[src/whp_pkg.sv]
// Shared definitions for the WAV header parser: field widths, RIFF/WAVE
// constants and tag lookups, and the status bundle of the remainder unit.
// No dependencies.
package whp_pkg;

	localparam int unsigned BYTE_W    = 8;
	localparam int unsigned WORD_W    = 32;
	localparam int unsigned HALF_W    = 16;
	localparam int unsigned FRAME_W   = 18;
	localparam int unsigned BITS_W    = 6;
	localparam int unsigned LEFT_W    = 33;
	localparam int unsigned OFF_W     = 5;
	localparam int unsigned DIV_CNT_W = $clog2(WORD_W + 1);

	localparam logic [WORD_W-1:0] TAG_FMT  = 32'h2074_6D66;  // "fmt " little-endian
	localparam logic [WORD_W-1:0] TAG_DATA = 32'h6174_6164;  // "data" little-endian

	localparam int unsigned MIN_FILE_BYTES  = 44;
	localparam int unsigned RIFF_HDR_BYTES  = 12;
	localparam int unsigned FMT_MIN_LEN     = 16;
	localparam int unsigned CHUNK_HDR_BYTES = 8;
	localparam int unsigned FMT_BODY_LIMIT  = 16;  // body offsets past this carry nothing

	typedef struct packed {
		logic busy;
		logic done;
	} whp_div_stat_t;

	// Positions of the file header that are compared against a fixed tag.
	function automatic logic riff_checked(input logic [3:0] idx);
		logic r;
		begin
			case (idx) inside
				[4'd0:4'd3], [4'd8:4'd11]: r = 1'b1;
				default:                   r = 1'b0;
			endcase
			return r;
		end
	endfunction

	// Expected byte at a checked position: "RIFF" then "WAVE".
	function automatic logic [BYTE_W-1:0] riff_byte(input logic [3:0] idx);
		logic [BYTE_W-1:0] r;
		begin
			case (idx)
				4'd0, 4'd1: r = (idx == 4'd0) ? 8'h52 : 8'h49;  // R I
				4'd2, 4'd3: r = 8'h46;                         // F F
				4'd8:       r = 8'h57;                         // W
				4'd9:       r = 8'h41;                         // A
				4'd10:      r = 8'h56;                         // V
				4'd11:      r = 8'h45;                         // E
				default:    r = '0;
			endcase
			return r;
		end
	endfunction

endpackage

[src/whp_frame_mod.sv]
// Bit-serial remainder unit: data length modulo frame size, one dividend
// bit per cycle, restoring form. Depends on whp_pkg.
module whp_frame_mod (
	input  logic                          clk,
	input  logic                          arst_n,
	input  logic                          start,
	input  logic [whp_pkg::WORD_W-1:0]    dividend,
	input  logic [whp_pkg::FRAME_W-1:0]   divisor,
	output whp_pkg::whp_div_stat_t        stat,
	output logic [whp_pkg::FRAME_W-1:0]   remainder
);

	logic [whp_pkg::WORD_W-1:0]    dvd_q;
	logic [whp_pkg::FRAME_W-1:0]   dsr_q;
	logic [whp_pkg::FRAME_W-1:0]   rem_q;
	logic [whp_pkg::DIV_CNT_W-1:0] cnt_q;
	logic                          busy_q;
	logic                          done_q;

	logic [whp_pkg::FRAME_W:0]   trial;
	logic [whp_pkg::FRAME_W+1:0] diff;
	logic [whp_pkg::FRAME_W-1:0] rem_nx;

	always_comb begin
		trial  = {rem_q, dvd_q[whp_pkg::WORD_W-1]};
		diff   = {1'b0, trial} - {2'b00, dsr_q};
		// borrow set: trial below divisor, keep it
		rem_nx = diff[whp_pkg::FRAME_W+1] ? trial[whp_pkg::FRAME_W-1:0]
		                                  : diff[whp_pkg::FRAME_W-1:0];
	end

	always_ff @(posedge clk or negedge arst_n) begin
		if (!arst_n) begin
			busy_q <= 1'b0;
			done_q <= 1'b0;
			cnt_q  <= '0;
		end else begin
			done_q <= 1'b0;
			if (start) begin
				busy_q <= 1'b1;
				cnt_q  <= whp_pkg::DIV_CNT_W'(whp_pkg::WORD_W);
			end else if (busy_q) begin
				cnt_q <= cnt_q - 1'b1;
				if (cnt_q == whp_pkg::DIV_CNT_W'(1)) begin
					busy_q <= 1'b0;
					done_q <= 1'b1;
				end
			end
		end
	end

	always_ff @(posedge clk) begin
		if (start) begin
			dvd_q <= dividend;
			dsr_q <= divisor;
			rem_q <= '0;
		end else if (busy_q) begin
			dvd_q <= {dvd_q[whp_pkg::WORD_W-2:0], 1'b0};
			rem_q <= rem_nx;
		end
	end

	assign stat.busy = busy_q;
	assign stat.done = done_q;
	assign remainder = rem_q;

endmodule

[src/wav_header_parser_unit.sv]
// Top level of the WAV header parser: byte-serial RIFF/WAVE chunk walker
// with a result stage and output register. Depends on whp_pkg, whp_frame_mod.
//
// Feed a WAV file one byte per transfer on the input channel, with last_byte
// set on the final byte; one result transfer follows per file. Bytes are taken
// one per cycle while a file streams in. After the final byte the input stalls
// for a wrap-up cycle in which validity and frame size are settled and the
// parser returns to its start state, then while the bit-serial remainder unit
// trims the data length to whole frames (valid files only), then until the
// result moves into the output register. The next file's bytes are taken while
// a result still waits in the output register; only a second completed file
// waits for it. All fields of a rejected file read zero.
module wav_header_parser_unit (
	input  logic                                clk,
	input  logic                                arst_n,
	// byte stream
	input  logic                                in_valid,
	output logic                                in_stall,
	input  logic [whp_pkg::BYTE_W-1:0]          data_byte,
	input  logic                                last_byte,
	// result
	output logic                                out_valid,
	input  logic                                out_stall,
	output logic                                valid_res,
	output logic [whp_pkg::HALF_W-1:0]          channel_count,
	output logic [whp_pkg::WORD_W-1:0]          sample_rate,
	output logic [whp_pkg::BITS_W-1:0]          sample_bits,
	output logic [whp_pkg::FRAME_W-1:0]         frame_bytes,
	output logic [whp_pkg::WORD_W-1:0]          data_offset,
	output logic [whp_pkg::WORD_W-1:0]          data_length
);

	// parse phases
	localparam logic [1:0] PH_RIFF = 2'd0;  // file header, tags checked
	localparam logic [1:0] PH_HEAD = 2'd1;  // 8-byte chunk header
	localparam logic [1:0] PH_BODY = 2'd2;  // chunk body plus pad
	localparam logic [1:0] PH_FAIL = 2'd3;  // bad tag, bytes dropped until last

	// result stage states
	localparam logic [1:0] RS_IDLE = 2'd0;
	localparam logic [1:0] RS_DIV  = 2'd1;
	localparam logic [1:0] RS_HOLD = 2'd2;

	localparam logic [whp_pkg::LEFT_W-1:0] HDR_LEFT =
		whp_pkg::LEFT_W'(whp_pkg::CHUNK_HDR_BYTES);

	function automatic logic [whp_pkg::WORD_W-1:0] put_lane32(
		input logic [whp_pkg::WORD_W-1:0] word,
		input logic [1:0]                 lane,
		input logic [whp_pkg::BYTE_W-1:0] b
	);
		logic [whp_pkg::WORD_W-1:0] w;
		begin
			w = word;
			w[lane*whp_pkg::BYTE_W +: whp_pkg::BYTE_W] = b;
			return w;
		end
	endfunction

	function automatic logic [whp_pkg::HALF_W-1:0] put_lane16(
		input logic [whp_pkg::HALF_W-1:0] word,
		input logic                       lane,
		input logic [whp_pkg::BYTE_W-1:0] b
	);
		logic [whp_pkg::HALF_W-1:0] w;
		begin
			w = word;
			w[lane*whp_pkg::BYTE_W +: whp_pkg::BYTE_W] = b;
			return w;
		end
	endfunction

	// ---------------- parser state ----------------
	logic [whp_pkg::WORD_W-1:0] pos_q, pos_nx;       // bytes taken, saturating
	logic [1:0]                 phase_q, phase_nx;
	logic [whp_pkg::WORD_W-1:0] tag_q, tag_nx;
	logic [whp_pkg::WORD_W-1:0] len_q, len_nx;
	logic [whp_pkg::LEFT_W-1:0] left_q, left_nx;     // header or body+pad bytes left
	logic [whp_pkg::OFF_W-1:0]  off_q, off_nx;       // body offset, saturates at 16
	logic [whp_pkg::HALF_W-1:0] fmt_q, fmt_nx;
	logic [whp_pkg::HALF_W-1:0] ch_q, ch_nx;
	logic [whp_pkg::WORD_W-1:0] rate_q, rate_nx;
	logic [whp_pkg::HALF_W-1:0] bits_q, bits_nx;
	logic [whp_pkg::WORD_W-1:0] dstart_q, dstart_nx;
	logic [whp_pkg::WORD_W-1:0] dsize_q, dsize_nx;
	logic                       found_q, found_nx;
	logic                       fin_q;               // wrap-up cycle after last byte

	logic                       take;
	logic [whp_pkg::WORD_W-1:0] next_pos;
	logic [2:0]                 hidx;
	logic [whp_pkg::LEFT_W-1:0] body_total;
	logic                       is_fmt;

	assign take     = in_valid && !in_stall;
	assign next_pos = (pos_q == '1) ? pos_q : pos_q + 1'b1;
	assign hidx     = 3'(4'(whp_pkg::CHUNK_HDR_BYTES) - left_q[3:0]);
	assign is_fmt   = (tag_q == whp_pkg::TAG_FMT)
	                  && (len_q >= whp_pkg::WORD_W'(whp_pkg::FMT_MIN_LEN));

	always_comb begin
		pos_nx     = pos_q;
		phase_nx   = phase_q;
		tag_nx     = tag_q;
		len_nx     = len_q;
		left_nx    = left_q;
		off_nx     = off_q;
		fmt_nx     = fmt_q;
		ch_nx      = ch_q;
		rate_nx    = rate_q;
		bits_nx    = bits_q;
		dstart_nx  = dstart_q;
		dsize_nx   = dsize_q;
		found_nx   = found_q;
		body_total = '0;

		if (fin_q) begin
			// result captured this cycle; back to the start of a file
			pos_nx    = '0;
			phase_nx  = PH_RIFF;
			tag_nx    = '0;
			len_nx    = '0;
			left_nx   = '0;
			off_nx    = '0;
			fmt_nx    = '0;
			ch_nx     = '0;
			rate_nx   = '0;
			bits_nx   = '0;
			dstart_nx = '0;
			dsize_nx  = '0;
			found_nx  = 1'b0;
		end else if (take) begin
			pos_nx = next_pos;
			case (phase_q)
				PH_RIFF: begin
					// position stays below 12 throughout this phase
					if (whp_pkg::riff_checked(pos_q[3:0])
					    && data_byte != whp_pkg::riff_byte(pos_q[3:0])) begin
						phase_nx = PH_FAIL;
					end else if (pos_q[3:0] == 4'(whp_pkg::RIFF_HDR_BYTES - 1)) begin
						phase_nx = PH_HEAD;
						left_nx  = HDR_LEFT;
					end
				end
				PH_HEAD: begin
					if (!hidx[2])
						tag_nx = put_lane32((hidx == 3'd0) ? '0 : tag_q, hidx[1:0], data_byte);
					else
						len_nx = put_lane32((hidx == 3'd4) ? '0 : len_q, hidx[1:0], data_byte);
					left_nx = left_q - 1'b1;
					if (left_q == whp_pkg::LEFT_W'(1)) begin
						if (tag_nx == whp_pkg::TAG_DATA) begin
							dstart_nx = next_pos;
							dsize_nx  = len_nx;
							found_nx  = 1'b1;
						end
						body_total = {1'b0, len_nx} + whp_pkg::LEFT_W'(len_nx[0]);
						if (body_total == '0) begin
							left_nx = HDR_LEFT;
						end else begin
							phase_nx = PH_BODY;
							left_nx  = body_total;
							off_nx   = '0;
						end
					end
				end
				PH_BODY: begin
					if (is_fmt) begin
						case (off_q) inside
							[5'd0:5'd1]:   fmt_nx  = put_lane16(fmt_q, off_q[0], data_byte);
							[5'd2:5'd3]:   ch_nx   = put_lane16(ch_q, off_q[0], data_byte);
							[5'd4:5'd7]:   rate_nx = put_lane32(rate_q, off_q[1:0], data_byte);
							[5'd14:5'd15]: bits_nx = put_lane16(bits_q, off_q[0], data_byte);
							default:       ;
						endcase
					end
					if (off_q != whp_pkg::OFF_W'(whp_pkg::FMT_BODY_LIMIT))
						off_nx = off_q + 1'b1;
					left_nx = left_q - 1'b1;
					if (left_q == whp_pkg::LEFT_W'(1)) begin
						phase_nx = PH_HEAD;
						left_nx  = HDR_LEFT;
					end
				end
				default: ;  // failed: ignore until the last byte
			endcase
		end
	end

	always_ff @(posedge clk or negedge arst_n) begin
		if (!arst_n) begin
			pos_q    <= '0;
			phase_q  <= PH_RIFF;
			tag_q    <= '0;
			len_q    <= '0;
			left_q   <= '0;
			off_q    <= '0;
			fmt_q    <= '0;
			ch_q     <= '0;
			rate_q   <= '0;
			bits_q   <= '0;
			dstart_q <= '0;
			dsize_q  <= '0;
			found_q  <= 1'b0;
			fin_q    <= 1'b0;
		end else begin
			pos_q    <= pos_nx;
			phase_q  <= phase_nx;
			tag_q    <= tag_nx;
			len_q    <= len_nx;
			left_q   <= left_nx;
			off_q    <= off_nx;
			fmt_q    <= fmt_nx;
			ch_q     <= ch_nx;
			rate_q   <= rate_nx;
			bits_q   <= bits_nx;
			dstart_q <= dstart_nx;
			dsize_q  <= dsize_nx;
			found_q  <= found_nx;
			fin_q    <= take && last_byte;
		end
	end

	// ---------------- wrap-up: validity and frame size ----------------
	logic                        bits_ok;
	logic                        file_ok;
	logic [whp_pkg::FRAME_W-1:0] ch_wide;
	logic [whp_pkg::FRAME_W-1:0] frame;

	always_comb begin
		case (bits_q) inside
			16'd8, 16'd16, 16'd24, 16'd32: bits_ok = 1'b1;
			default:                       bits_ok = 1'b0;
		endcase

		// an odd body may lack only its pad byte at end of file
		file_ok = (phase_q == PH_HEAD || phase_q == PH_BODY)
		          && (pos_q >= whp_pkg::WORD_W'(whp_pkg::MIN_FILE_BYTES))
		          && !(phase_q == PH_BODY
		               && left_q > whp_pkg::LEFT_W'(len_q[0]))
		          && (fmt_q == whp_pkg::HALF_W'(1))
		          && found_q && (dsize_q != '0) && (ch_q != '0)
		          && (rate_q != '0) && bits_ok;

		// channels times bytes per sample, bytes per sample in 1..4
		ch_wide = whp_pkg::FRAME_W'(ch_q);
		case (bits_q[5:3])
			3'd1:    frame = ch_wide;
			3'd2:    frame = ch_wide << 1;
			3'd3:    frame = ch_wide + (ch_wide << 1);
			3'd4:    frame = ch_wide << 2;
			default: frame = '0;
		endcase
	end

	// ---------------- result stage ----------------
	logic [1:0]                  rs_q;
	logic                        res_ok_q;
	logic [whp_pkg::HALF_W-1:0]  res_ch_q;
	logic [whp_pkg::WORD_W-1:0]  res_rate_q;
	logic [whp_pkg::BITS_W-1:0]  res_bits_q;
	logic [whp_pkg::FRAME_W-1:0] res_frame_q;
	logic [whp_pkg::WORD_W-1:0]  res_off_q;
	logic [whp_pkg::WORD_W-1:0]  res_size_q;

	logic                        div_start;
	whp_pkg::whp_div_stat_t      div_stat;
	logic [whp_pkg::FRAME_W-1:0] div_rem;
	logic                        hand_off;

	assign div_start = fin_q && file_ok;

	whp_frame_mod u_mod (
		.clk       (clk),
		.arst_n    (arst_n),
		.start     (div_start),
		.dividend  (dsize_q),
		.divisor   (frame),
		.stat      (div_stat),
		.remainder (div_rem)
	);

	logic                        out_valid_q;
	assign hand_off = (rs_q == RS_HOLD) && (!out_valid_q || !out_stall);

	always_ff @(posedge clk or negedge arst_n) begin
		if (!arst_n) begin
			rs_q <= RS_IDLE;
		end else begin
			case (rs_q)
				RS_IDLE: begin
					if (fin_q)
						rs_q <= file_ok ? RS_DIV : RS_HOLD;
				end
				RS_DIV: begin
					if (div_stat.done)
						rs_q <= RS_HOLD;
				end
				RS_HOLD: begin
					if (hand_off)
						rs_q <= RS_IDLE;
				end
				default: rs_q <= RS_IDLE;
			endcase
		end
	end

	always_ff @(posedge clk) begin
		if (fin_q) begin
			res_ok_q    <= file_ok;
			res_ch_q    <= file_ok ? ch_q : '0;
			res_rate_q  <= file_ok ? rate_q : '0;
			res_bits_q  <= file_ok ? bits_q[whp_pkg::BITS_W-1:0] : '0;
			res_frame_q <= file_ok ? frame : '0;
			res_off_q   <= file_ok ? dstart_q : '0;
			res_size_q  <= file_ok ? dsize_q : '0;
		end
	end

	// ---------------- output register ----------------
	logic                        valid_res_q;
	logic [whp_pkg::HALF_W-1:0]  channel_count_q;
	logic [whp_pkg::WORD_W-1:0]  sample_rate_q;
	logic [whp_pkg::BITS_W-1:0]  sample_bits_q;
	logic [whp_pkg::FRAME_W-1:0] frame_bytes_q;
	logic [whp_pkg::WORD_W-1:0]  data_offset_q;
	logic [whp_pkg::WORD_W-1:0]  data_length_q;

	always_ff @(posedge clk or negedge arst_n) begin
		if (!arst_n)
			out_valid_q <= 1'b0;
		else if (hand_off)
			out_valid_q <= 1'b1;
		else if (!out_stall)
			out_valid_q <= 1'b0;
	end

	always_ff @(posedge clk) begin
		if (hand_off) begin
			valid_res_q     <= res_ok_q;
			channel_count_q <= res_ch_q;
			sample_rate_q   <= res_rate_q;
			sample_bits_q   <= res_bits_q;
			frame_bytes_q   <= res_frame_q;
			data_offset_q   <= res_off_q;
			data_length_q   <= res_ok_q
			                   ? res_size_q - whp_pkg::WORD_W'(div_rem) : '0;
		end
	end

	// input waits during wrap-up and while a finished file sits in the result stage
	assign in_stall      = fin_q || (rs_q != RS_IDLE);

	assign out_valid     = out_valid_q;
	assign valid_res     = valid_res_q;
	assign channel_count = channel_count_q;
	assign sample_rate   = sample_rate_q;
	assign sample_bits   = sample_bits_q;
	assign frame_bytes   = frame_bytes_q;
	assign data_offset   = data_offset_q;
	assign data_length   = data_length_q;

endmodule

[config.mk]
export PLATFORM = sky130hd
export DESIGN_NAME = wav_header_parser_unit
export DESIGN_NICKNAME = d
export VERILOG_FILES = /design/src/whp_pkg.sv /design/src/whp_frame_mod.sv /design/src/wav_header_parser_unit.sv
export SDC_FILE = /design/constraint.sdc
export NUM_CORES = 1
export LEC_CHECK = 0
export ABC_AREA = 1
export BUFFER_PORTS_ARGS = -buffer_cell sky130_fd_sc_hd__buf_4
export CORE_MARGIN = 4
export CORE_UTILIZATION = 45
export CTS_CLUSTER_DIAMETER = 100
export DETAILED_ROUTE_END_ITERATION = 6
export PLACE_DENSITY_LB_ADDON = 0.3
export SETUP_SLACK_MARGIN = 0.3
export SLEW_MARGIN = 20
export SYNTH_ARGS = -nofsm -noshare
export SYNTH_HDL_FRONTEND = slang
export SYNTH_SLANG_ARGS = --single-unit
[constraint.sdc]
create_clock -name clk -period 16.85 [get_ports clk]
set_input_delay 1.685 -clock clk [delete_from_list [all_inputs] [get_ports clk]]
set_output_delay 1.685 -clock clk [all_outputs]
set_load 0.05 [all_outputs]
# Word-level counts from Yosys, hierarchy flattened
# Index checks and enable logic that the tools add are counted.
# op_classes
n_addsub	12
magnitude_cmp	15
eq_ne	42
n_shift	6
mux	117
reduce_logical	64
# op_table
op	n
32-bit 2-to-1 mux	38
16-bit 2-to-1 mux	19
33-bit 2-to-1 mux	7
33-bit case mux with 3 select lines	1
32-bit bitwise mux	3
18-bit case mux with 4 select lines	1
5-bit negation with 34-bit output	2
8-bit by 34-bit variable shift with 32-bit output (first input constant)	2
8-bit by 34-bit indexed part select with 32-bit output	2
32-bit nonzero test	2
16-bit bitwise mux	3
7-bit case mux with 6 select lines	1
4-bit negation with 34-bit output	1
8-bit by 34-bit variable shift with 16-bit output (first input constant)	1
8-bit by 34-bit indexed part select with 16-bit output	1
32-bit by 1-bit adder with 33-bit output	1
33-bit by 1-bit equality test with 1-bit output (second input constant)	1
33-bit by 1-bit > comparator with 1-bit output	1
33-bit zero test	1
33-bit by 1-bit subtractor with 33-bit output (second input constant)	1
32-bit by 1-bit adder with 32-bit output (second input constant)	1
16-bit by 5-bit equality test with 1-bit output (second input constant)	2
32-bit by 30-bit equality test with 1-bit output (second input constant)	1
32-bit by 31-bit equality test with 1-bit output (second input constant)	1
65 further kinds	162
# word_totals
register_bits	635
in_bits	13
out_inout_bits	139

# Depth between registers and ports, before layout
# Gate-level depths: netlist of the first run.
# logic_depth
word_depth	15
ltp_mapped	28

# Modules after synthesis
# From an unflattened synthesis of the first run, not the netlist that was laid out.
# unflattened
cells_unflattened	3658
area_unflattened_um2	32058.2
# modules_own_cells
mod	instances	cells_per_inst	area_each_um2
wav_header_parser_unit	1	3131	27822.9
whp_frame_mod	1	527	4235.3

# Least setup slack after synthesis of the first run
# No wires, ideal clock.
# synth_timing
path_type	input to register
start	input port out_stall
end	register channel_count_q (netlist bit channel_count[0]) (enable)
setup_time_ns	0.679
arrival_time_ns	8.297
path_slack_ns	7.875
stages	1
path_buffers	0
path_cell_list	a21oi_1
# synth_between
elab_chain_cells	3
# synth_rtl
item	line	rtl
start: declaration	wav_header_parser_unit.sv:23	input logic out_stall,
1-bit zero test	--	
1-bit logical OR	wav_header_parser_unit.sv:284	assign hand_off = (rs_q == RS_HOLD) && (!out_valid_q || !out_stall);
1-bit logical AND	wav_header_parser_unit.sv:284	
end signal: assignment	wav_header_parser_unit.sv:341	channel_count_q <= res_ch_q;
end: declaration	wav_header_parser_unit.sv:322	logic [whp_pkg::HALF_W-1:0] channel_count_q;
# Every way passes these cells.
# A chain may end at the register's enable or synchronous reset.

# Final worst setup path of the first run
# layout_timing
start	register left_q[0] (netlist name)
end	register dstart_q[26] (netlist name)
# layout_between
elab_chain_cells	11
# layout_rtl
item	line	rtl
start: declaration	wav_header_parser_unit.sv:78	logic [whp_pkg::LEFT_W-1:0] left_q, left_nx;
start signal: assignment	wav_header_parser_unit.sv:211	left_q <= left_nx;
1-bit by 3-bit subtractor with 3-bit output	wav_header_parser_unit.sv:97	assign hidx = 3'(4'(whp_pkg::CHUNK_HDR_BYTES) - left_q[3:0]);
5-bit negation with 34-bit output / 3-bit zero test (equally long branches)	wav_header_parser_unit.sv:55, wav_header_parser_unit.sv:147	
8-bit by 34-bit indexed part select with 32-bit output (tied with other cells)	wav_header_parser_unit.sv:55	w[lane*whp_pkg::BYTE_W +: whp_pkg::BYTE_W] = b;
32-bit bitwise mux	wav_header_parser_unit.sv:55	
32-bit 2-to-1 mux	wav_header_parser_unit.sv:146	if (!hidx[2])
32-bit 2-to-1 mux	wav_header_parser_unit.sv:134	case (phase_q)
32-bit 2-to-1 mux	wav_header_parser_unit.sv:132	end else if (take) begin
32-bit 2-to-1 mux	wav_header_parser_unit.sv:117	if (fin_q) begin
32-bit by 31-bit equality test with 1-bit output	wav_header_parser_unit.sv:152	if (tag_nx == whp_pkg::TAG_DATA) begin
2-bit nonzero test (no source line)	--	
4-bit AND reduction (no source line) *	--	
end signal: assignment	wav_header_parser_unit.sv:217	dstart_q <= dstart_nx;
end: declaration	wav_header_parser_unit.sv:84	logic [whp_pkg::WORD_W-1:0] dstart_q, dstart_nx;
# Mark *: on every way between the ends. The rest lies on a longest branch, timed or not. The select of a mux whose other input is x is not followed.

==> impl_results.rst, run 1 <==
.. list-table::
   :header-rows: 1

   * - Metric
     - Value
   * - Result of the run
     - completed
   * - Finish-stage setup viols
     - 0
   * - Cell internal power dissipation
     - 0.00245 W
   * - Sinks on Clock Net
     - approximately 640
   * - Final net count
     - between 3000 and 4000
   * - Max_cap viols
     - 0
   * - DRT met1 WL
     - just under 40000 um
   * - Fraction of the yosys area taken by sequential cells
     - 53.9%
   * - H-tree level count
     - 3
   * - Worst EP arrival
     - approximately 6 ns
   * - DR WL met2
     - ~38000 um
   * - HPWL reported at the end of detailed placement
     - 62500 um
   * - Die width
     - roughly 280 um
   * - Count of hold-fix buffers inserted at cts
     - 0
   * - Final slew viol count
     - 0
   * - Kind of end point of the critical path
     - flop
   * - Max Root-Sink Buffers
     - 3
   * - Count of vias placed by the detailed router
     - ~26000
   * - Worst hold slack across all endpoints
     - between 0.4 and 0.5 ns
   * - Number of diodes
     - 0
   * - Crit path time final
     - between 5 and 6 ns
   * - Max Clock Skew
     - ~0.022 ns
   * - Clock network latency to the later pin of the worst-skew pair
     - 0.62 ns
   * - Instance count of the mapped netlist
     - about 3700
   * - Required time reported for the critical path endpoint
     - roughly 17 ns
   * - Final Wtd Congestion
     - 0.965
   * - Number of top-level design ports
     - between 150 and 200
   * - Count of cell types in the netlist
     - 62
   * - Post-synth design cell area
     - between 0.03 and 0.04 mm2
   * - Clock-pin slew on the worst setup and hold paths
     - 0.06 ns
   * - Startpoint of the worst hold path
     - res_off_q[10]
   * - Total number of placement rows
     - between 90 and 100
   * - Worst reg-to-reg setup slack
     - 11.54 ns
   * - Area taken by multi-input logic gates
     - ~0.013 mm2
   * - Drt pass-1 iters
     - 7
   * - Power density normalized to cell area
     - about 85 mW/mm2
   * - Remaining global-route overflow
     - 0
   * - Synth Warn #
     - 0
   * - Path depth of the worst reg2reg path
     - 17
   * - First-pass GRT wire length
     - 135000 um
   * - Area used by sequential logic in the layout
     - about 0.017 mm2
   * - Number of buffers created by CTS
     - 68
   * - Post-route fraction of the period consumed by the critical path
     - roughly a third
   * - TritonCTS clock tree
     - done
   * - Die H
     - between 200 and 300 um
   * - Static leakage
     - 15.6 nW
   * - Final routed wirelength across all metal layers
     - about 86000 um
   * - Effective utilization at floorplan
     - 45.3%
   * - Final-layout setup total negative slack
     - 0 ns
   * - Kind of critical path
     - flop to flop
   * - Sequential Power Share
     - between 50% and 60%
   * - Maximum vdd ir drop
     - ~63 uV
   * - Antenna violations before repair
     - 0
   * - All-Layer GR Usage
     - between 20% and 30%
   * - Count of nets left with antenna violations after detail routing
     - 0
   * - Synthesized area divided by synthesized cell count
     - between 8 and 9 um2
   * - Switching power as a share of total power
     - around a fifth
   * - Detail-routed via count per cell
     - 5.42
   * - Most frequent cells in the layout
     - 737 x sky130_fd_sc_hd__nand2_1, 459 x sky130_fd_sc_hd__inv_1, 415 x sky130_fd_sc_hd__nor2_1, 385 x sky130_fd_sc_hd__o21ai_0, 324 x sky130_fd_sc_hd__edfxtp_1
   * - Unrepaired setup endpoints after global routing
     - no
   * - Detail-routed net length per standard cell
     - between 15 and 20 um
   * - Die Area
     - roughly 0.076 mm2
   * - Share of synthesized flip-flops with an asynchronous set or reset
     - 46.1%
   * - Most used flip-flop cell after synthesis
     - sky130_fd_sc_hd__edfxtp_1
   * - Fraction of final layout cells with drive strength greater than 1
     - between 10% and 20%
   * - Total net switching power
     - roughly 0.00065 W
   * - Endpoint of the lowest-slack register-to-register path
     - dstart_q[26]
   * - Quantity of I/O buffers inserted on ports
     - 151
   * - Number of synthesized flops with an enable pin
     - roughly 320
   * - Synth Register Bits
     - about 640
   * - Post-CTS Resized
     - 0
   * - Max Fanout on Critical Path
     - 77
   * - Worst min-delay path category
     - flop to flop
   * - CTS root buffer
     - sky130_fd_sc_hd__clkbuf_16
   * - Kind of launch point of the worst setup path
     - flop
   * - Number of cells on the worst hold path
     - 0
   * - Peak Freq
     - approximately 190 MHz
   * - Startpoint of the lowest-slack register-to-register path
     - left_q[0]
   * - Number of fill cells
     - 6600
   * - Number of setup buffers added after CTS
     - 0
   * - Placeable Area
     - around 0.07 mm2
   * - Combinational fraction of design power
     - under 10%
   * - Drt first-iter violations
     - 2795
   * - Commonest non-fill, non-tap cell in the layout
     - sky130_fd_sc_hd__nand2_1
   * - Pin count of the biggest net entering global routing
     - 100
   * - Capture endpoint of the worst hold path
     - data_offset[10]
   * - Via count of the first global-routing pass
     - about 24000
   * - Area Growth Syn to Fin
     - 13.1%
   * - Power share of the clock group
     - around 47%
   * - Detailed-route DRC error count
     - 0
   * - Worst slew pin tran
     - 1.04 ns
   * - Number of hold-slack violations in the final timing report
     - 0
   * - Relative max-transition margin
     - just over 30%
   * - Top layer used by detailed routing
     - met4
   * - Amount of wire on met3 after detailed routing
     - 5890 um
[synthesized netlist by cell type (all sizes together), types with 45 or more instances]
cell      n  area [um2]
nand2   764        2950
inv     472        1770
nor2    446        1790
o21ai   399        2030
edfxtp  324        9730
dfrtp   293        7330
nand3   185         948
a21oi   137         686
clkbuf   87         327
ha       85        1060
nand4    70         438
nor3     53         285
o22ai    46         288
xor2     45         394
[flip-flops by register name, summed over array words and instances (netlist names), 32 cells and up]
| signal | cells |
|---|---|
| dstart_q | 32 |
| pos_q | 32 |
| res_rate_q | 32 |
| tag_q | 32 |
| res_off_q | 32 |
| data_offset | 32 |
| data_length | 32 |
| rate_q | 32 |
| dsize_q | 32 |
| left_q | 33 |
| sample_rate | 32 |
| len_q | 32 |
| res_size_q | 32 |
| u_mod.dvd_q | 32 |
[per-stage QoR]
stage / power [W] / util, % / setup slack (ns) / std cells / area (um2)
finish: 0.00311 / 51.3 / 11.54 / 4813 / 36600
global route: 0.00321 / 51.3 / 11.05 / 4813 / 36600
CTS: 0.00314 / 51.2 / 11.62 / 4812 / 36500
detailed placement: 0.00168 / 48.2 / 11.18 / 4690 / 34400
global placement: 0.00168 / 48.2 / 11.28 / 4690 / 34400
floorplan: 0.00166 / - / 7.87 / 3689 / 32400
[routing by layer]
metal  vias to the layer above  track usage, %
li1                      12700               -
met1                     12400            32.4
met2                       922            33.5
met3                       141            3.30
met4                         0            7.43
met5                         -               0
[power by group through the flow]
| stage | sequential [W] | clock (W) | combinational [W] |
|---|---|---|---|
| 2_1_floorplan | 0.00165 | 0 | 0.00000676 |
| 3_3_place_gp | 0.00165 | 0 | 0.0000311 |
| 3_5_place_dp | 0.00165 | 0 | 0.0000310 |
| 4_1_cts | 0.00162 | 0.00149 | 0.0000312 |
| 5_1_grt | 0.00162 | 0.00156 | 0.0000343 |
| 6_report | 0.00162 | 0.00146 | 0.0000306 |
[worst max-delay path: stages (launching register included)]
cell,delay [ns]
sky130_fd_sc_hd__dfrtp_1,0.71
sky130_fd_sc_hd__inv_2,0.20
sky130_fd_sc_hd__ha_1,0.37
sky130_fd_sc_hd__ha_1,0.33
sky130_fd_sc_hd__buf_4,0.41
sky130_fd_sc_hd__nand2_1,0.19
sky130_fd_sc_hd__inv_2,0.27
sky130_fd_sc_hd__nand2_1,0.24
sky130_fd_sc_hd__o221ai_1,0.14
sky130_fd_sc_hd__inv_1,0.06
sky130_fd_sc_hd__nor4_1,0.30
sky130_fd_sc_hd__nand4_1,0.13
sky130_fd_sc_hd__nor3_1,0.17
sky130_fd_sc_hd__nand2_1,0.19
sky130_fd_sc_hd__nand2_2,0.11
sky130_fd_sc_hd__buf_4,0.51
sky130_fd_sc_hd__inv_2,0.47
sky130_fd_sc_hd__o21ai_0,0.32
[layout make-up]
cell class | instances | share of cell area (%)
Sequential cell | 635 | 47.6
Multi-Input combinational cell | 2454 | 34.6
Clock buffer | 88 | 5.05
Inverter | 478 | 4.92
Timing Repair Buffer | 174 | 3.65
Tap cell | 950 | 3.25
Clock inverter | 34 | 0.899
[how the worst max path moves through the flow]
stage / from / endpoint / slack (ns) / cells after the start
3_3_place_gp: in_valid / left_q[23] / 11.28 / 13
6_report: left_q[0] / dstart_q[26] / 11.54 / 17
4_1_cts: left_q[0] / dstart_q[22] / 11.62 / 17
3_5_place_dp: in_valid / left_q[24] / 11.18 / 13
5_1_grt: left_q[0] / dstart_q[22] / 11.05 / 18
2_1_floorplan: out_stall / channel_count[0] / 7.87 / 1
[cells by family (layout without fill, tap and decap cells)]
logic type	after synthesis	in the layout	share of synthesized area (%)
buffers and inverters	600	774	7.19
AOI/OAI and AO/OA	708	708	12.3
xor gates and xnor gates	61	61	1.65
and+or+nand+nor	1582	1582	21.1
muxes	12	12	0.418
DFF	635	635	53.9
other	1	3	0.0116
adders and majority gates	88	88	3.47
(Power assumes the default switching activity.)
==> inputs of run 2 (changes only) <==
- clock period: 16.85 -> 4.3 ns (I/O delays scaled with it)
==> run 2 against run 1 <==
  * Clock skew up 0.0062 ns
  * Count of clock-buffer cells in the layout up 6
  * The flow now finishes with violations (DRC)
  * Sequential share of layout area down 0.61 points
  * Critical path type unchanged
  * Cell count up 0.69%
  * Critical endpoint is now off_q[0]
  * Highest routed layer unchanged
  * Worst setup slack worse by 11 ns
==> impl_results.rst, run 2 (synthesis results as in run 1) <==
.. list-table::
   :header-rows: 1

   * - Metric
     - Value
   * - Crit path time final
     - 3.76 ns (-1.55 ns)
   * - Number of buffers created by CTS
     - 70 (+2.9%)
   * - Combinational fraction of design power
     - 1.0% (about the same)
   * - Final Wtd Congestion
     - 1.02 (+5.7%)
   * - Pre-CTS WS
     - 0.382 ns (-10.80 ns)
   * - Drt first-iter violations
     - 2771 (-0.86%)
   * - Quantity of I/O buffers inserted on ports
     - 151 (unchanged)
   * - Number of hold-slack violations in the final timing report
     - 0 (unchanged)
   * - Worst min-delay path category
     - primary input to flop
   * - Detail-routed net length per standard cell
     - 18.1 um (+0.71%)
   * - Drt pass-1 iters
     - 7 (unchanged)
   * - Kind of critical path
     - flop to flop
   * - Total net switching power
     - 0.00255 W (+290%)
   * - Die width
     - 276 um (unchanged)
   * - Count of nets left with antenna violations after detail routing
     - 0 (unchanged)
   * - Maximum cell stage delay along the critical path
     - 0.39 ns (-0.32 ns)
   * - Area Growth Syn to Fin
     - 14.6%
   * - Effective utilization at floorplan
     - 45.3% (unchanged)
   * - Final routed wirelength across all metal layers
     - 87600 um (+1.4%)
   * - Fraction of final layout cells with drive strength greater than 1
     - 11.0% (+0.86 points)
   * - Die Area
     - 0.0762 mm2 (unchanged)
   * - Capture endpoint of the worst hold path
     - out_valid
   * - Startpoint of the lowest-slack register-to-register path
     - left_q[1]
   * - Power share of the clock group
     - 48.1% (+1.2 points)
   * - Required time reported for the critical path endpoint
     - 4.83 ns (-12.53 ns)
   * - Endpoint of the lowest-slack register-to-register path
     - off_q[0]
   * - Clock network latency to the later pin of the worst-skew pair
     - 0.62 ns (about the same)
   * - Slowest cell on crit path
     - sky130_fd_sc_hd__dfrtp_1
   * - Kind of end point of the critical path
     - flop
   * - Final net count
     - 3942 (+0.77%)
   * - Cell internal power dissipation
     - 0.00993 W (+300%)
   * - Relative max-transition margin
     - 32.0% (+1.0 points)
   * - First-pass GRT wire length
     - 137000 um (+1.3%)
   * - Max_cap viols
     - 0 (unchanged)
   * - Unrepaired setup endpoints after global routing
     - no
   * - Kind of launch point of the worst setup path
     - flop
   * - Static leakage
     - 15.8 nW (+1.3%)
   * - Post-route fraction of the period consumed by the critical path
     - 87.4% (+56 points)
   * - Worst reg-to-reg setup slack
     - 0.54 ns (-11.00 ns)
   * - Sinks on Clock Net
     - 635 (unchanged)
   * - Final critical-path setup slack
     - 0.541 ns (-11.00 ns)
   * - Placeable Area
     - 0.0714 mm2 (unchanged)
   * - Die H
     - 276 um (unchanged)
   * - Worst EP arrival
     - 4.29 ns (-1.54 ns)
   * - Switching power as a share of total power
     - 20.4% (-0.60 points)
   * - Number of diodes
     - 0 (unchanged)
   * - Finish-stage setup viols
     - 0 (unchanged)
   * - Count of vias placed by the detailed router
     - 26300 (+0.86%)
   * - Maximum vdd ir drop
     - 241 uV (+280%)
   * - Detail-routed via count per cell
     - 5.43 (+0.17%)
   * - All-Layer GR Usage
     - 22.3% (+0.26 points)
   * - Max Fanout on Critical Path
     - 8 (-90%)
   * - Result of the run
     - finished, violations left
   * - Total number of placement rows
     - 98 (unchanged)
   * - Worst slew pin tran
     - 1.02 ns (-0.0180 ns)
   * - Final-layout setup total negative slack
     - 0 ns (unchanged)
   * - Clock-pin slew on the worst setup and hold paths
     - 0.06 ns (about the same)
   * - Final slew viol count
     - 0 (unchanged)
   * - HPWL reported at the end of detailed placement
     - 63700 um (+1.9%)
   * - Remaining global-route overflow
     - 0 (unchanged)
   * - Max FFs per register
     - 33 (unchanged)
   * - Cells along the critical path
     - inv_2 > ha_1 > buf_4 > inv_1 > nand2_1 > o21ai_1 > nand2_1 > nand2_1 > nand2_1 > nor2_1 > nand2_1 > nor2_1 > nand2_1 > nand2_1 > nand2_1 > nor2_1 > nand2_1 > nor2_1 > nand3_2 > nand2_2 > nand3_4 > nand2_4 > nand2_1 > nand2_1
   * - TritonCTS clock tree
     - done
   * - Path depth of the worst reg2reg path
     - 24 (+7)
   * - Number of top-level design ports
     - 152 (unchanged)
   * - Startpoint of the worst hold path
     - out_stall
   * - Number of cells on the worst hold path
     - 3 (+3)
   * - Sequential Power Share
     - 50.8% (-1.3 points)
   * - Antenna violations before repair
     - 0 (unchanged)
   * - Via count of the first global-routing pass
     - 24500 (+2.8%)
   * - Max Clock Skew
     - 0.0283 ns (+0.00619 ns)
   * - Detailed-route DRC error count
     - 2 (+2)
   * - Register with the most flip-flops
     - left_q
   * - Violated checks
     - DRC
   * - CTS root buffer
     - sky130_fd_sc_hd__clkbuf_16
   * - H-tree level count
     - 3 (unchanged)
   * - Peak Freq
     - 266 MHz (+41%)
   * - Pin count of the biggest net entering global routing
     - 90 (-10%)
   * - Most frequent cells in the layout
     - 733 x sky130_fd_sc_hd__nand2_1, 458 x sky130_fd_sc_hd__inv_1, 414 x sky130_fd_sc_hd__nor2_1, 385 x sky130_fd_sc_hd__o21ai_0, 324 x sky130_fd_sc_hd__edfxtp_1
   * - Commonest non-fill, non-tap cell in the layout
     - sky130_fd_sc_hd__nand2_1
   * - Max Root-Sink Buffers
     - 3 (unchanged)
   * - Power density normalized to cell area
     - 337 mW/mm2 (+300%)
   * - Critical path's most frequent cell
     - sky130_fd_sc_hd__nand2_1
-- run 2: layout make-up --
class / count / area, um2
sequential: 635 / 17400
inverter: 478 / 1810
multi-input combinational: 2454 / 12700
clock buffer: 94 / 1950
tap: 950 / 1190
timing repair buffer: 202 / 1650
clock inverter: 33 / 355
fill: 6643 / 34300
-- run 2: timing repair --
action | CTS | global route
resized for setup | 0 | 22
buffers inserted | 0 | 3
setup endpoints to repair | 0 | 58
endpoints found under the hold margin | 69 | 0
hold buffers | 1 | 0
-- run 2: worst max-delay path by stage --
stage,startpoint,slack [ns],endpoint,depth (start not counted)
final,left_q[1],0.54,off_q[0],24
after global routing,left_q[1],0.28,off_q[0],22
after CTS,left_q[1],0.37,phase_q[1],23
after detailed placement,left_q[1],0.38,phase_q[1],23
after global placement,left_q[1],0.45,off_q[0],24
after floorplan,fin_q,0.34,left_q[20],13
-- run 2: metrics by stage --
stage	total power, W	hold WS, ns	std cells	instance area, um2	utilization [%]
3_5_place_dp	0.00660	0.405	4715	34700	48.6
3_3_place_gp	0.00660	0.400	4715	34700	48.6
6_report	0.0125	0.0934	4846	37100	51.9
4_1_cts	0.0126	0.0685	4843	37000	51.8
5_1_grt	0.0129	0.122	4846	37100	51.9
2_1_floorplan	0.00649	0.134	3689	32400	-
-- run 2: layer usage --
| metal | wire [um] | vias to the layer above | global-route usage [%] |
|---|---|---|---|
| met1 | 39300 | 12500 | 32.1 |
| met2 | 38600 | 939 | 34.0 |
| met5 | 0 | - | 0 |
| met3 | 6640 | 163 | 4.04 |
| met4 | 3030 | 0 | 7.97 |
| li1 | - | 12700 | - |
-- run 2: power groups by stage --
stage | logic [W] | clock network, W | registers, W
3_5_place_dp | 0.000132 | 0 | 0.00647
5_1_grt | 0.000144 | 0.00639 | 0.00634
3_3_place_gp | 0.000131 | 0 | 0.00647
4_1_cts | 0.000133 | 0.00613 | 0.00634
6_report | 0.000130 | 0.00600 | 0.00635
2_1_floorplan | 0.0000265 | 0 | 0.00647
-- run 2: worst max-delay path, delay by kind of cell, from the launching register on --
kind                       cells  cell delay (ns)
AOI/OAI and AO/OA              1             0.28
adders and majority gates      1             0.23
buffers and inverters          3             0.45
DFF                            1             0.39
and+or+nand+nor               19             2.34
